===== config.mk =====
export PLATFORM = sky130hd
export DESIGN_NAME = ohlcv_bar_merger
export DESIGN_NICKNAME = d
export VERILOG_FILES = /design/src/rtl/obm_pkg.sv /design/src/rtl/obm_div.sv /design/src/rtl/obm_datapath.sv /design/src/rtl/obm_ctrl.sv /design/src/rtl/ohlcv_bar_merger.sv
export SDC_FILE = /design/constraint.sdc
export NUM_CORES = 2
export LEC_CHECK = 0
export ABC_AREA = 0
export BUFFER_PORTS_ARGS = -buffer_cell sky130_fd_sc_hd__buf_2
export CAP_MARGIN = 30
export CORE_MARGIN = 2
export CORE_UTILIZATION = 30
export DETAILED_ROUTE_END_ITERATION = 10
export GPL_TIMING_DRIVEN = 0
export PLACE_DENSITY = 0.42
export SETUP_SLACK_MARGIN = 0.1
export SYNTH_ARGS = -nofsm -noshare
export SYNTH_HDL_FRONTEND = slang
export SYNTH_SLANG_ARGS = --single-unit

===== constraint.sdc =====
create_clock -name clk -period 40.5 [get_ports clk]
set_input_delay 0 -clock clk [delete_from_list [all_inputs] [get_ports clk]]
set_output_delay 0 -clock clk [all_outputs]
set_load 0.01 [all_outputs]

===== src/rtl/obm_pkg.sv =====
// ----------------------------------------------------------------------------
// obm_pkg
// shared widths, field layouts, state and command types of the bar merger
// ----------------------------------------------------------------------------
package obm_pkg;

  localparam int PRICE_BITS  = 24;
  localparam int VOLUME_BITS = 24;

  localparam int TIME_BITS   = 63;
  localparam int TRADES_BITS = 16;
  localparam int VSUM_BITS   = 40;
  localparam int TSUM_BITS   = 32;
  localparam int WSUM_BITS   = 64;
  localparam int PROD_BITS   = PRICE_BITS + VOLUME_BITS;

  localparam int DIV_CNT_BITS = $clog2(WSUM_BITS + 1);

  // input tdata layout, lowest field first
  localparam int IN_OPEN_LSB   = TIME_BITS;
  localparam int IN_HIGH_LSB   = IN_OPEN_LSB + PRICE_BITS;
  localparam int IN_LOW_LSB    = IN_HIGH_LSB + PRICE_BITS;
  localparam int IN_CLOSE_LSB  = IN_LOW_LSB + PRICE_BITS;
  localparam int IN_VOL_LSB    = IN_CLOSE_LSB + PRICE_BITS;
  localparam int IN_TRADES_LSB = IN_VOL_LSB + VOLUME_BITS;
  localparam int IN_VWAP_LSB   = IN_TRADES_LSB + TRADES_BITS;
  localparam int IN_FIELD_BITS = IN_VWAP_LSB + PRICE_BITS;
  localparam int IN_DATA_BITS  = ((IN_FIELD_BITS + 7) / 8) * 8;

  localparam int OUT_FIELD_BITS = TIME_BITS + 5 * PRICE_BITS + VSUM_BITS + TSUM_BITS;
  localparam int OUT_DATA_BITS  = ((OUT_FIELD_BITS + 7) / 8) * 8;
  localparam int OUT_USER_BITS  = 2;

  typedef struct packed {
    logic [PRICE_BITS-1:0]  bar_vwap;
    logic [TRADES_BITS-1:0] bar_trades;
    logic [VOLUME_BITS-1:0] bar_volume;
    logic [PRICE_BITS-1:0]  close_price;
    logic [PRICE_BITS-1:0]  low_price;
    logic [PRICE_BITS-1:0]  high_price;
    logic [PRICE_BITS-1:0]  open_price;
    logic [TIME_BITS-1:0]   bar_time;
  } bar_t;

  typedef struct packed {
    logic                  overflowed;
    logic                  zero_volume;
    logic [PRICE_BITS-1:0] merged_vwap;
    logic [TSUM_BITS-1:0]  merged_trades;
    logic [VSUM_BITS-1:0]  merged_volume;
    logic [PRICE_BITS-1:0] merged_close;
    logic [PRICE_BITS-1:0] merged_low;
    logic [PRICE_BITS-1:0] merged_high;
    logic [PRICE_BITS-1:0] merged_open;
    logic [TIME_BITS-1:0]  merged_time;
  } merged_t;

  typedef enum logic [2:0] {
    ST_ACCUM,
    ST_FLUSH,
    ST_START,
    ST_DIVIDE,
    ST_HOLD
  } state_t;

  typedef struct packed {
    logic accept;       // bar transaction taken this cycle
    logic close_group;  // accepted bar ends its group
    logic div_start;    // launch the vwap division
    logic load_out;     // capture merged bar into the output register
  } dp_cmd_t;

  typedef struct packed {
    logic div_done;
  } dp_sts_t;

endpackage


===== src/rtl/obm_div.sv =====
// ----------------------------------------------------------------------------
// obm_div
// restoring divider, one quotient bit per cycle, weighted sum by volume sum
// ----------------------------------------------------------------------------
module obm_div
  import obm_pkg::*;
(
  input  logic                 clk,
  input  logic                 rst_n,
  input  logic                 start,
  input  logic [WSUM_BITS-1:0] dividend,
  input  logic [VSUM_BITS-1:0] divisor,
  output logic                 done,
  output logic [WSUM_BITS-1:0] quotient
);

  logic                    busy_r, busy_nxt;
  logic                    done_r, done_nxt;
  logic [DIV_CNT_BITS-1:0] cnt_r, cnt_nxt;
  logic [VSUM_BITS-1:0]    rem_r, rem_nxt;
  logic [WSUM_BITS-1:0]    quo_r, quo_nxt;
  logic [VSUM_BITS-1:0]    dvs_r, dvs_nxt;
  logic [VSUM_BITS:0]      rem_shift;
  logic [VSUM_BITS:0]      diff;
  logic                    fits;

  always_comb begin
    rem_shift = {rem_r, quo_r[WSUM_BITS-1]};
    diff      = rem_shift - {1'b0, dvs_r};
    fits      = (rem_shift >= {1'b0, dvs_r});

    busy_nxt = busy_r;
    done_nxt = 1'b0;
    cnt_nxt  = cnt_r;
    rem_nxt  = rem_r;
    quo_nxt  = quo_r;
    dvs_nxt  = dvs_r;

    if (start) begin
      busy_nxt = 1'b1;
      cnt_nxt  = DIV_CNT_BITS'(WSUM_BITS);
      rem_nxt  = '0;
      quo_nxt  = dividend;
      dvs_nxt  = divisor;
    end else if (busy_r) begin
      rem_nxt = fits ? diff[VSUM_BITS-1:0] : rem_shift[VSUM_BITS-1:0];
      quo_nxt = {quo_r[WSUM_BITS-2:0], fits};
      cnt_nxt = cnt_r - DIV_CNT_BITS'(1);
      if (cnt_r == DIV_CNT_BITS'(1)) begin
        busy_nxt = 1'b0;
        done_nxt = 1'b1;
      end
    end
  end

  always_ff @(posedge clk) begin
    if (!rst_n) begin
      busy_r <= 1'b0;
      done_r <= 1'b0;
      cnt_r  <= '0;
    end else begin
      busy_r <= busy_nxt;
      done_r <= done_nxt;
      cnt_r  <= cnt_nxt;
    end
  end

  always_ff @(posedge clk) begin
    rem_r <= rem_nxt;
    quo_r <= quo_nxt;
    dvs_r <= dvs_nxt;
  end

  assign done     = done_r;
  assign quotient = quo_r;

  a_busy_cnt: assert property (@(posedge clk) disable iff (!rst_n)
    busy_r |-> (cnt_r != '0))
    else $error("divider busy with spent count");

  a_no_restart: assert property (@(posedge clk) disable iff (!rst_n)
    start |-> !busy_r)
    else $error("division started while busy");

  a_done_end: assert property (@(posedge clk) disable iff (!rst_n)
    done_r |-> !busy_r && $past(busy_r))
    else $error("done without a finished division");

endmodule


===== src/rtl/obm_datapath.sv =====
// ----------------------------------------------------------------------------
// obm_datapath
// group accumulators, product register, divider and merged output register
// ----------------------------------------------------------------------------
module obm_datapath
  import obm_pkg::*;
(
  input  logic    clk,
  input  logic    rst_n,
  input  bar_t    in_bar,
  input  dp_cmd_t cmd,
  output dp_sts_t sts,
  output merged_t out_bar
);

  logic                   in_group_r, in_group_nxt;
  logic                   pend_r, pend_nxt;
  logic [PROD_BITS-1:0]   prod_r, prod_nxt;
  logic [TIME_BITS-1:0]   first_time_r, first_time_nxt;
  logic [PRICE_BITS-1:0]  first_open_r, first_open_nxt;
  logic [PRICE_BITS-1:0]  first_vwap_r, first_vwap_nxt;
  logic [PRICE_BITS-1:0]  run_high_r, run_high_nxt;
  logic [PRICE_BITS-1:0]  run_low_r, run_low_nxt;
  logic [PRICE_BITS-1:0]  last_close_r, last_close_nxt;
  logic [VSUM_BITS-1:0]   vsum_r, vsum_nxt;
  logic [TSUM_BITS-1:0]   tsum_r, tsum_nxt;
  logic [WSUM_BITS-1:0]   wsum_r, wsum_nxt;
  logic                   sat_r, sat_nxt;
  merged_t                out_r, out_nxt;

  logic                   start_grp;
  logic [VSUM_BITS:0]     vsum_add;
  logic [TSUM_BITS:0]     tsum_add;
  logic [WSUM_BITS:0]     wsum_add;
  logic                   vsum_sat, tsum_sat, wsum_sat;
  logic                   div_done;
  logic [WSUM_BITS-1:0]   quotient;
  logic [PRICE_BITS-1:0]  vwap_clamped;

  obm_div u_div (
    .clk      (clk),
    .rst_n    (rst_n),
    .start    (cmd.div_start),
    .dividend (wsum_r),
    .divisor  (vsum_r),
    .done     (div_done),
    .quotient (quotient)
  );

  always_comb begin
    start_grp = !in_group_r;

    // a new group starts its sums from zero
    vsum_add = {1'b0, (start_grp ? '0 : vsum_r)}
             + (VSUM_BITS+1)'(in_bar.bar_volume);
    tsum_add = {1'b0, (start_grp ? '0 : tsum_r)}
             + (TSUM_BITS+1)'(in_bar.bar_trades);
    wsum_add = {1'b0, wsum_r} + (WSUM_BITS+1)'(prod_r);
    vsum_sat = vsum_add[VSUM_BITS];
    tsum_sat = tsum_add[TSUM_BITS];
    wsum_sat = wsum_add[WSUM_BITS];

    in_group_nxt   = in_group_r;
    pend_nxt       = cmd.accept;
    prod_nxt       = prod_r;
    first_time_nxt = first_time_r;
    first_open_nxt = first_open_r;
    first_vwap_nxt = first_vwap_r;
    run_high_nxt   = run_high_r;
    run_low_nxt    = run_low_r;
    last_close_nxt = last_close_r;
    vsum_nxt       = vsum_r;
    tsum_nxt       = tsum_r;
    wsum_nxt       = wsum_r;
    sat_nxt        = sat_r;

    // product of the previous bar folds in the cycle after that bar was accepted
    if (pend_r) begin
      wsum_nxt = wsum_sat ? '1 : wsum_add[WSUM_BITS-1:0];
      sat_nxt  = sat_r | wsum_sat;
    end

    if (cmd.accept) begin
      prod_nxt       = PROD_BITS'(in_bar.bar_vwap) * PROD_BITS'(in_bar.bar_volume);
      last_close_nxt = in_bar.close_price;
      vsum_nxt       = vsum_sat ? '1 : vsum_add[VSUM_BITS-1:0];
      tsum_nxt       = tsum_sat ? '1 : tsum_add[TSUM_BITS-1:0];
      in_group_nxt   = !cmd.close_group;
      if (start_grp) begin
        first_time_nxt = in_bar.bar_time;
        first_open_nxt = in_bar.open_price;
        first_vwap_nxt = in_bar.bar_vwap;
        run_high_nxt   = in_bar.high_price;
        run_low_nxt    = in_bar.low_price;
        wsum_nxt       = '0;
        sat_nxt        = vsum_sat | tsum_sat;
      end else begin
        if (in_bar.high_price > run_high_r) run_high_nxt = in_bar.high_price;
        if (in_bar.low_price < run_low_r)   run_low_nxt  = in_bar.low_price;
        sat_nxt = sat_nxt | vsum_sat | tsum_sat;
      end
    end

    vwap_clamped = (|quotient[WSUM_BITS-1:PRICE_BITS]) ? '1 : quotient[PRICE_BITS-1:0];

    out_nxt = out_r;
    if (cmd.load_out) begin
      out_nxt.merged_time   = first_time_r;
      out_nxt.merged_open   = first_open_r;
      out_nxt.merged_high   = run_high_r;
      out_nxt.merged_low    = run_low_r;
      out_nxt.merged_close  = last_close_r;
      out_nxt.merged_volume = vsum_r;
      out_nxt.merged_trades = tsum_r;
      out_nxt.zero_volume   = (vsum_r == '0);
      out_nxt.merged_vwap   = (vsum_r == '0) ? first_vwap_r : vwap_clamped;
      out_nxt.overflowed    = sat_r;
    end
  end

  always_ff @(posedge clk) begin
    if (!rst_n) begin
      in_group_r <= 1'b0;
      pend_r     <= 1'b0;
    end else begin
      in_group_r <= in_group_nxt;
      pend_r     <= pend_nxt;
    end
  end

  always_ff @(posedge clk) begin
    prod_r       <= prod_nxt;
    first_time_r <= first_time_nxt;
    first_open_r <= first_open_nxt;
    first_vwap_r <= first_vwap_nxt;
    run_high_r   <= run_high_nxt;
    run_low_r    <= run_low_nxt;
    last_close_r <= last_close_nxt;
    vsum_r       <= vsum_nxt;
    tsum_r       <= tsum_nxt;
    wsum_r       <= wsum_nxt;
    sat_r        <= sat_nxt;
    out_r        <= out_nxt;
  end

  assign sts.div_done = div_done;
  assign out_bar      = out_r;

  a_start_clean: assert property (@(posedge clk) disable iff (!rst_n)
    (cmd.accept && !in_group_r) |-> !pend_r)
    else $error("old product pending at group start");

  a_div_flushed: assert property (@(posedge clk) disable iff (!rst_n)
    cmd.div_start |-> !pend_r)
    else $error("division started before last product folded in");

  a_load_closed: assert property (@(posedge clk) disable iff (!rst_n)
    cmd.load_out |-> !in_group_r)
    else $error("merged bar loaded while group open");

endmodule


===== src/rtl/obm_ctrl.sv =====
// ----------------------------------------------------------------------------
// obm_ctrl
// sequencer: accumulate, flush product, divide, hand over merged bar
// ----------------------------------------------------------------------------
module obm_ctrl
  import obm_pkg::*;
(
  input  logic    clk,
  input  logic    rst_n,
  input  logic    in_tvalid,
  input  logic    in_tlast,
  output logic    in_tready,
  input  logic    out_tready,
  output logic    out_tvalid,
  output dp_cmd_t cmd,
  input  dp_sts_t sts
);

  state_t state_r, state_nxt;
  logic   out_valid_r, out_valid_nxt;
  logic   out_free;

  always_comb begin
    out_free  = !out_valid_r || out_tready;
    state_nxt = state_r;
    in_tready = 1'b0;
    cmd       = '0;

    case (state_r)
      ST_ACCUM: begin
        in_tready       = 1'b1;
        cmd.accept      = in_tvalid;
        cmd.close_group = in_tvalid && in_tlast;
        if (in_tvalid && in_tlast) state_nxt = ST_FLUSH;
      end
      ST_FLUSH: begin
        state_nxt = ST_START;
      end
      ST_START: begin
        cmd.div_start = 1'b1;
        state_nxt     = ST_DIVIDE;
      end
      ST_DIVIDE: begin
        if (sts.div_done) begin
          if (out_free) begin
            cmd.load_out = 1'b1;
            state_nxt    = ST_ACCUM;
          end else begin
            state_nxt = ST_HOLD;
          end
        end
      end
      ST_HOLD: begin
        if (out_free) begin
          cmd.load_out = 1'b1;
          state_nxt    = ST_ACCUM;
        end
      end
      default: begin
        state_nxt = ST_ACCUM;
      end
    endcase

    if (cmd.load_out)     out_valid_nxt = 1'b1;
    else if (out_tready)  out_valid_nxt = 1'b0;
    else                  out_valid_nxt = out_valid_r;
  end

  always_ff @(posedge clk) begin
    if (!rst_n) begin
      state_r     <= ST_ACCUM;
      out_valid_r <= 1'b0;
    end else begin
      state_r     <= state_nxt;
      out_valid_r <= out_valid_nxt;
    end
  end

  assign out_tvalid = out_valid_r;

  a_no_overwrite: assert property (@(posedge clk) disable iff (!rst_n)
    cmd.load_out |-> (!out_valid_r || out_tready))
    else $error("merged bar overwrites one not yet taken");

  a_end_flush: assert property (@(posedge clk) disable iff (!rst_n)
    (in_tvalid && in_tready && in_tlast) |=> (state_r == ST_FLUSH))
    else $error("group end not followed by flush");

  a_done_seen: assert property (@(posedge clk) disable iff (!rst_n)
    sts.div_done |-> (state_r == ST_DIVIDE))
    else $error("division finished outside divide state");

endmodule


===== src/rtl/ohlcv_bar_merger.sv =====
// ----------------------------------------------------------------------------
// ohlcv_bar_merger
// merges each group of ohlcv bars into one bar with a volume weighted vwap
// ----------------------------------------------------------------------------
// Bars of a group are taken one per cycle; the bar that carries tlast closes
// the group. The merged bar keeps the first bar's time and open, the highest
// high, the lowest low and the last close, and sums volume, trade count and
// vwap times volume, each sum saturating and raising the overflow flag.
// After the closing bar tready stays low while the block folds in the last
// product, launches the divider, runs the 64 steps of the bit-serial divider
// that forms weighted sum over volume sum, and loads the result. Beyond that
// it stays low only while an earlier merged bar still waits at the
// output. The output register lets the next group's bars flow in while a
// merged bar waits to be taken. A group with zero total volume passes the
// first bar's vwap through and sets zero_volume; a quotient above the price
// range is clamped to its maximum.
// ----------------------------------------------------------------------------
module ohlcv_bar_merger
  import obm_pkg::*;
(
  input  logic                     clk,
  input  logic                     rst_n,

  // bar input stream
  input  logic                     in_tvalid,
  output logic                     in_tready,
  // bar_time, open_price, high_price, low_price, close_price, bar_volume,
  // bar_trades, bar_vwap, zero fill
  input  logic [IN_DATA_BITS-1:0]  in_tdata,
  input  logic                     in_tlast,   // group_end

  // merged bar output stream
  output logic                     out_tvalid,
  input  logic                     out_tready,
  // merged_time, merged_open, merged_high, merged_low, merged_close,
  // merged_volume, merged_trades, merged_vwap, zero fill
  output logic [OUT_DATA_BITS-1:0] out_tdata,
  // zero_volume, overflowed
  output logic [OUT_USER_BITS-1:0] out_tuser
);

  bar_t    in_bar;
  merged_t out_bar;
  dp_cmd_t cmd;
  dp_sts_t sts;

  // unpack the incoming transaction
  assign in_bar.bar_time    = in_tdata[TIME_BITS-1:0];
  assign in_bar.open_price  = in_tdata[IN_OPEN_LSB +: PRICE_BITS];
  assign in_bar.high_price  = in_tdata[IN_HIGH_LSB +: PRICE_BITS];
  assign in_bar.low_price   = in_tdata[IN_LOW_LSB +: PRICE_BITS];
  assign in_bar.close_price = in_tdata[IN_CLOSE_LSB +: PRICE_BITS];
  assign in_bar.bar_volume  = in_tdata[IN_VOL_LSB +: VOLUME_BITS];
  assign in_bar.bar_trades  = in_tdata[IN_TRADES_LSB +: TRADES_BITS];
  assign in_bar.bar_vwap    = in_tdata[IN_VWAP_LSB +: PRICE_BITS];

  // sequencer: owns the handshakes and the output valid
  obm_ctrl u_ctrl (
    .clk        (clk),
    .rst_n      (rst_n),
    .in_tvalid  (in_tvalid),
    .in_tlast   (in_tlast),
    .in_tready  (in_tready),
    .out_tready (out_tready),
    .out_tvalid (out_tvalid),
    .cmd        (cmd),
    .sts        (sts)
  );

  // accumulators, divider and output register
  obm_datapath u_datapath (
    .clk     (clk),
    .rst_n   (rst_n),
    .in_bar  (in_bar),
    .cmd     (cmd),
    .sts     (sts),
    .out_bar (out_bar)
  );

  // pack the merged bar, lowest field first, zero filled to whole bytes
  assign out_tdata = OUT_DATA_BITS'({out_bar.merged_vwap,
                                     out_bar.merged_trades,
                                     out_bar.merged_volume,
                                     out_bar.merged_close,
                                     out_bar.merged_low,
                                     out_bar.merged_high,
                                     out_bar.merged_open,
                                     out_bar.merged_time});
  assign out_tuser = {out_bar.overflowed, out_bar.zero_volume};

endmodule

# --- After elaboration in Yosys (flattened, before gate mapping) ---
# Cells that the tools add are included.
op_classes:
  n_addsub: 5
  mul: 1
  n_lt_le_gt_ge: 3
  eq_ne: 10
  mux: 37
  bitwise_logic: 7
  reduce_logical: 15
op_table:
  columns: ["cell", "n"]
  rows:
  - ["$mux 64", 6]
  - ["$mux 24", 6]
  - ["$mux 40", 2]
  - ["$add 64x48->65", 1]
  - ["$mul 24x24->48", 1]
  - ["$add 40x24->41", 1]
  - ["$ge 41x40->1", 1]
  - ["$logic_not 40->1", 1]
  - ["$reduce_or 40->1", 1]
  - ["$sub 40x40->40", 1]
  - ["$add 32x16->33", 1]
  - ["$mux 32", 1]
  - ["$gt 24x24->1", 1]
  - ["$lt 24x24->1", 1]
  - ["$pmux 3 s5", 1]
  - ["$mux 7", 2]
  - ["$mux 1", 13]
  - ["$mux 3", 4]
  - ["$eq 7x1->1 const B", 1]
  - ["$sub 7x1->7 const B", 1]
  - ["$eq 3x2->1 const B", 2]
  - ["$ne 2x1->1 const B", 3]
  - ["$reduce_and 2->1", 3]
  - ["$ne 2x2->1 const B", 2]
  - ["other kinds (14)", 21]
word_totals:
  ff_bits: 784
  out_inout_bits: 260
  wordCells: 110

# --- Longest topological paths before layout ---
depth:
  ltp_word: 7
  ltp_mapped: 28
  mapped_depth_nobuf: 27

# --- Modules after synthesis ---
# Synthesis repeated with hierarchy kept, for this count alone.
unflattened:
  cells_unflattened: 4901
  area_unflattened_um2: 54023.1
modules_own_cells:
  columns: ["module", "instances", "cells_per_inst", "area_each_um2"]
  rows:
  - ["obm_datapath", 1, 4045, 45234.6]
  - ["obm_div", 1, 831, 8564.5]
  - ["obm_ctrl", 1, 23, 212.7]
  - ["ohlcv_bar_merger", 1, 2, 11.3]

# --- Worst setup path after synthesis ---
# No wires, ideal clock.
synth_timing:
  path_type: "register to register"
  startpoint: "register u_ctrl.state_r[1]"
  endpoint: "register u_datapath.out_r (netlist bit u_datapath.out_bar[0]) (enable)"
  t_arrival_ps: 12010
  required_ps: 39590
  slack_ps: 27581
  stages_incl_launch_ff: 5
  cell_sequence: "dfxtp_1 inv_1 nor3_1 a21oi_1 nor2b_1"
synth_lines:
  columns: ["element", "line", "rtl"]
  rows:
  - ["from (decl)", "obm_ctrl.sv:19", "state_t state_r, state_nxt;"]
  - ["from (signal assigned)", "obm_ctrl.sv:74", "state_r <= state_nxt;"]
  - ["to (signal assigned)", "obm_datapath.sv:143", "out_r <= out_nxt;"]
  - ["to (decl)", "obm_datapath.sv:29", "merged_t out_r, out_nxt;"]

# --- Final worst setup path ---
layout_timing:
  startpoint: "input in_tdata[215]"
  endpoint: "register u_datapath.prod_r[45] (data pin)"
layout_between:
  elab_chain_cells: 1
layout_lines:
  columns: ["element", "line", "rtl"]
  rows:
  - ["from (decl)", "ohlcv_bar_merger.sv:29", "input logic [IN_DATA_BITS-1:0] in_tdata,"]
  - ["$mul 24x24->48", "obm_datapath.sv:84", "prod_nxt = PROD_BITS'(in_bar.bar_vwap) * PROD_BITS'(in_bar.bar_volume);"]
  - ["to (signal assigned)", "obm_datapath.sv:132", "prod_r <= prod_nxt;"]
  - ["to (decl)", "obm_datapath.sv:18", "logic [PROD_BITS-1:0] prod_r, prod_nxt;"]
# Every way passes these cells.
# A chain may end at the register's enable or synchronous reset.

==> metrics.md <==
| Metric | Value |
|---|---|
| Outcome | `completed` |
| CP arrival | `around 9000 ps` |
| Max Freq | `115 MHz` |
| Power share of the clock group | `0.126` |
| Relative slew slack | `0.284` |
| GR Overflow Total | `0` |
| Hold crit path type | `input pin to register` |
| Largest net degree at the start of global routing | `77` |
| I/O pins | `about 490` |
| Vias | `slightly below 40000` |
| Yosys top cell area share | `0.370` |
| Yosys cell types | `93` |
| Post-Syn Area per Cell | `10.8 um^2` |
| Clock Skew | `~48 ps` |
| Min-delay src | `in_tdata[78]` |
| Reg2Reg Depth | `18` |
| Drt pass-1 iters | `6` |
| Starting Density | `0.302` |
| Port bufs | `486` |
| DR WL/cell | `roughly 23 um` |
| Synth Area in Compound Gates | `0.0929` |
| Final hold violations | `0` |
| Crit path required time | `40930 ps` |
| Seq pwr share | `0.197` |
| Syn Nets | `approximately 6100` |
| Reg-to-reg critical path endpoint | `u_datapath.tsum_r[4]$_SDFFCE_PP1P_` |
| Simple-gate share of the synthesized area | `0.133` |
| Commonest cells post-synth | `inv_1 (694), nand2_1 (676), edfxtp_1 (664)` |
| Portion of netlist area occupied by mux cells | `0.00508` |
| Tot GR Track Use | `0.202` |
| Vias in the first global route | `40900` |
| Dpl cell area | `59800 um^2` |
| EDFF count, synth | `664` |
| Layout cells sized above 1 | `0.121` |
| Synth Area in XOR/XNOR | `0.0292` |
| Crit Reg-Reg Startpoint | `u_datapath.in_group_r$_SDFFE_PN0P_` |
| YS warnings | `0` |
| RePlAce Congestion | `a little over 0.9` |
| Worst Tran Pin Value | `1070 ps` |
| CP startpoint kind | `input pin` |
| Setup WS pre-CTS | `around 32000 ps` |
| R2r setup slk | `approximately 34000 ps` |
| Initial DRC count | `2591` |
| DP Wirelength | `148000 um` |
| Post-Synth Adder-Cell Area | `0.262` |
| TritonCTS buffer count | `between 80 and 90` |
| Internal power | `~3300 uW` |
| H-tree depth | `3` |
| Crit Path Max Fanout | `10` |
| RSZ-0062 raised after global routing | `no` |
| Clock latency on the worst-skew pair | `720 ps` |
| Post-route insts no fill | `8334` |
| Sink Count | `784` |
| Minimum clock period | `~8700 ps` |
| Synth area leaders | `edfxtp_1 (37%), fa_1 (18%), ha_1 (8.1%)` |
| Slew Limit Fails | `0` |
| Worst VDD drop | `about 0.17 mV` |
| Hold endpoint | `u_datapath.first_open_r[15]$_DFFE_PP_` |
| Fill count | `between 15000 and 20000` |
| Seq/Total Area, Yosys | `0.414` |
| Hold Path Stages | `2` |
| Mapped cell area | `~54000 um^2` |
| Die area | `~180000 um^2` |
| Synth area leader | `edfxtp_1` |
| Max_cap viols | `0` |
| First-pass GRT wire length | `276000 um` |
| Vias per cell | `4.75` |
| NetSw | `just over 3000 uW` |
| Area Overhead vs Synth | `21.6%` |
| Setup violation total in the final timing report | `0` |
| Reg clk slew, reported paths | `about 60 ps` |
| Leakage Power | `0.0284 uW` |
| Ys async rst share | `0` |
| Pwr Density | `around 97 nW/um^2` |
| Period utilization | `0.215` |
| Placed instance count | `slightly below 8000` |
| Comb power frac | `0.677` |
| Initial antenna violation count | `26` |
| Seq cells post-synth | `784` |
| Die Ht | `~430 um` |
| Switching Fraction | `0.484` |
| Main synth FF type | `edfxtp_1` |
| Most used standard cell by instance count after synthesis | `inv_1` |
| WS Path Type | `input pin to register` |
| Post-Syn Instances | `roughly 5000` |
| Die width | `between 400 and 500 um` |
| Maximum buffer depth of the clock tree | `3` |
| DRC | `0` |
| Final wirelength | `approximately 190000 um` |
| Final TNS setup | `0 ps` |
| Remaining antenna violation count | `0` |
| CTS tree | `yes` |
| Post-layout nets | `a little under 7000` |
| FP Rows | `~160` |
| Clk root buf | `clkbuf_16` |
| CP Capture Type | `register` |
| Post-route cell area | `roughly 66000 um^2` |
| Fin worst setup slack | `approximately 32000 ps` |
| Main combinational cell family by area after synthesis | `adder cells` |
| Core Area | `between 150000 and 200000 um^2` |
-- stage by stage --
| stage | power (uW) | hold WS [ps] | utilization |
|---|---|---|---|
| finish | 6350 | 50.7 | 0.367 |
| global route | 6910 | 28.0 | 0.367 |
| CTS | 6420 | 0.962 | 0.367 |
| detailed placement | 5560 | 179 | 0.335 |
| global placement | 5550 | 177 | 0.332 |
| floorplan | 4170 | 98.9 | - |
-- critical path: stages --
cell           delay, ps
dlygate4sd3_1        520
buf_2                280
clkbuf_1             800
nand2_1              220
fa_1                 560
inv_1                 60
fa_1                 610
inv_1                 80
fa_1                 460
fa_1                 520
inv_1                 60
fa_1                 470
fa_1                 540
inv_1                 50
fa_1                 540
inv_1                110
ha_1                 290
clkbuf_1             300
nand4_1              180
a211oi_1             430
o2111ai_1            260
o21ai_1              720
a31oi_1              400
o21bai_1             310
a21o_1               150
a21oi_1               70
xnor2_1              140
-- cells by family (layout without fill, tap and decap cells) --
| family | Yosys count | after routing |
|---|---|---|
| and+or+nand+nor | 1492 | 1492 |
| DFF | 784 | 784 |
| AOI/OAI and AO/OA | 789 | 789 |
| adders and majority gates | 837 | 837 |
| muxes | 27 | 27 |
| buffers and inverters | 900 | 1860 |
| xor gates and xnor gates | 180 | 180 |
| other | 1 | 10 |
-- cells in the final DEF (no fill, tap or decap), drive strengths merged, types with 103 or more instances in the layout --
cell type | Yosys | final
nand2 | 676 | 676
nor2 | 165 | 165
dfxtp | 120 | 120
inv | 695 | 699
clkbuf | 182 | 287
a21oi | 255 | 255
buf | 22 | 535
fa | 486 | 486
dlygate4sd3 | 0 | 283
and2 | 339 | 339
edfxtp | 664 | 664
o21ai | 193 | 193
xnor2 | 103 | 103
ha | 351 | 351
-- sequential cells by signal, indices dropped and copies added, names as in the netlist, 3 cells and up --
name,flops
u_datapath.u_div.quotient,64
u_ctrl.state_r,3
u_datapath.prod_r,48
u_datapath.first_time_r,63
u_datapath.vsum_r,40
u_datapath.u_div.dvs_r,40
u_datapath.run_high_r,24
u_datapath.last_close_r,24
u_datapath.tsum_r,32
u_datapath.first_open_r,24
u_datapath.wsum_r,64
u_datapath.first_vwap_r,24
u_datapath.u_div.cnt_r,7
u_datapath.u_div.rem_r,40
u_datapath.run_low_r,24
u_datapath.out_bar,257
-- power groups by stage --
stage	clock (uW)	sequential (uW)	combinational, uW
4_1_cts	828	1250	4340
3_5_place_dp	0	1270	4290
5_1_grt	856	1260	4790
6_report	799	1250	4300
2_1_floorplan	0	1230	2940
3_3_place_gp	0	1280	4270
-- cell type report --
type / count / area (um^2) / share of cell area
Antenna cell: 9 / 22.5 / 0.000344
Multi-Input combinational cell: 3326 / 28200 / 0.430
Clock inverter: 59 / 507 / 0.00773
Buffer: 204 / 800 / 0.0122
Tap cell: 2355 / 2950 / 0.0449
Timing Repair Buffer: 796 / 5790 / 0.0883
Sequential cell: 784 / 22300 / 0.341
Clock buffer: 105 / 2330 / 0.0355
Inverter: 696 / 2620 / 0.0400
-- layer usage --
layer / track usage / part of all wire / routed length (um)
met5: 0 / 0.00014 / 27
met2: 0.344 / 0.48 / 90900
met1: 0.269 / 0.44 / 83100
met4: 0.0580 / 0.025 / 4690
met3: 0.0270 / 0.049 / 9190
-- what timing repair did --
item | CTS | global route
endpoints found under the hold margin | 229 | 0
resized for setup | 0 | 0
hold buffers | 283 | 0
setup buffers | 0 | 0
-- worst max path at each step --
stage / cells past startpoint / endpoint / start
after global routing: 27 / u_datapath.prod_r[45]$_DFFE_PP_ / in_tdata[215]
final: 27 / u_datapath.prod_r[45]$_DFFE_PP_ / in_tdata[215]
after floorplan: 4 / u_datapath.out_bar[0]$_DFFE_PP_ / u_ctrl.state_r[1]$_SDFFE_PN0P_
after global placement: 4 / u_datapath.out_bar[247]$_DFFE_PP_ / u_ctrl.state_r[1]$_SDFFE_PN0P_
after CTS: 27 / u_datapath.prod_r[45]$_DFFE_PP_ / in_tdata[216]
after detailed placement: 26 / u_datapath.prod_r[45]$_DFFE_PP_ / in_tdata[216]
No activity file was read; power rests on OpenSTA's default activity.
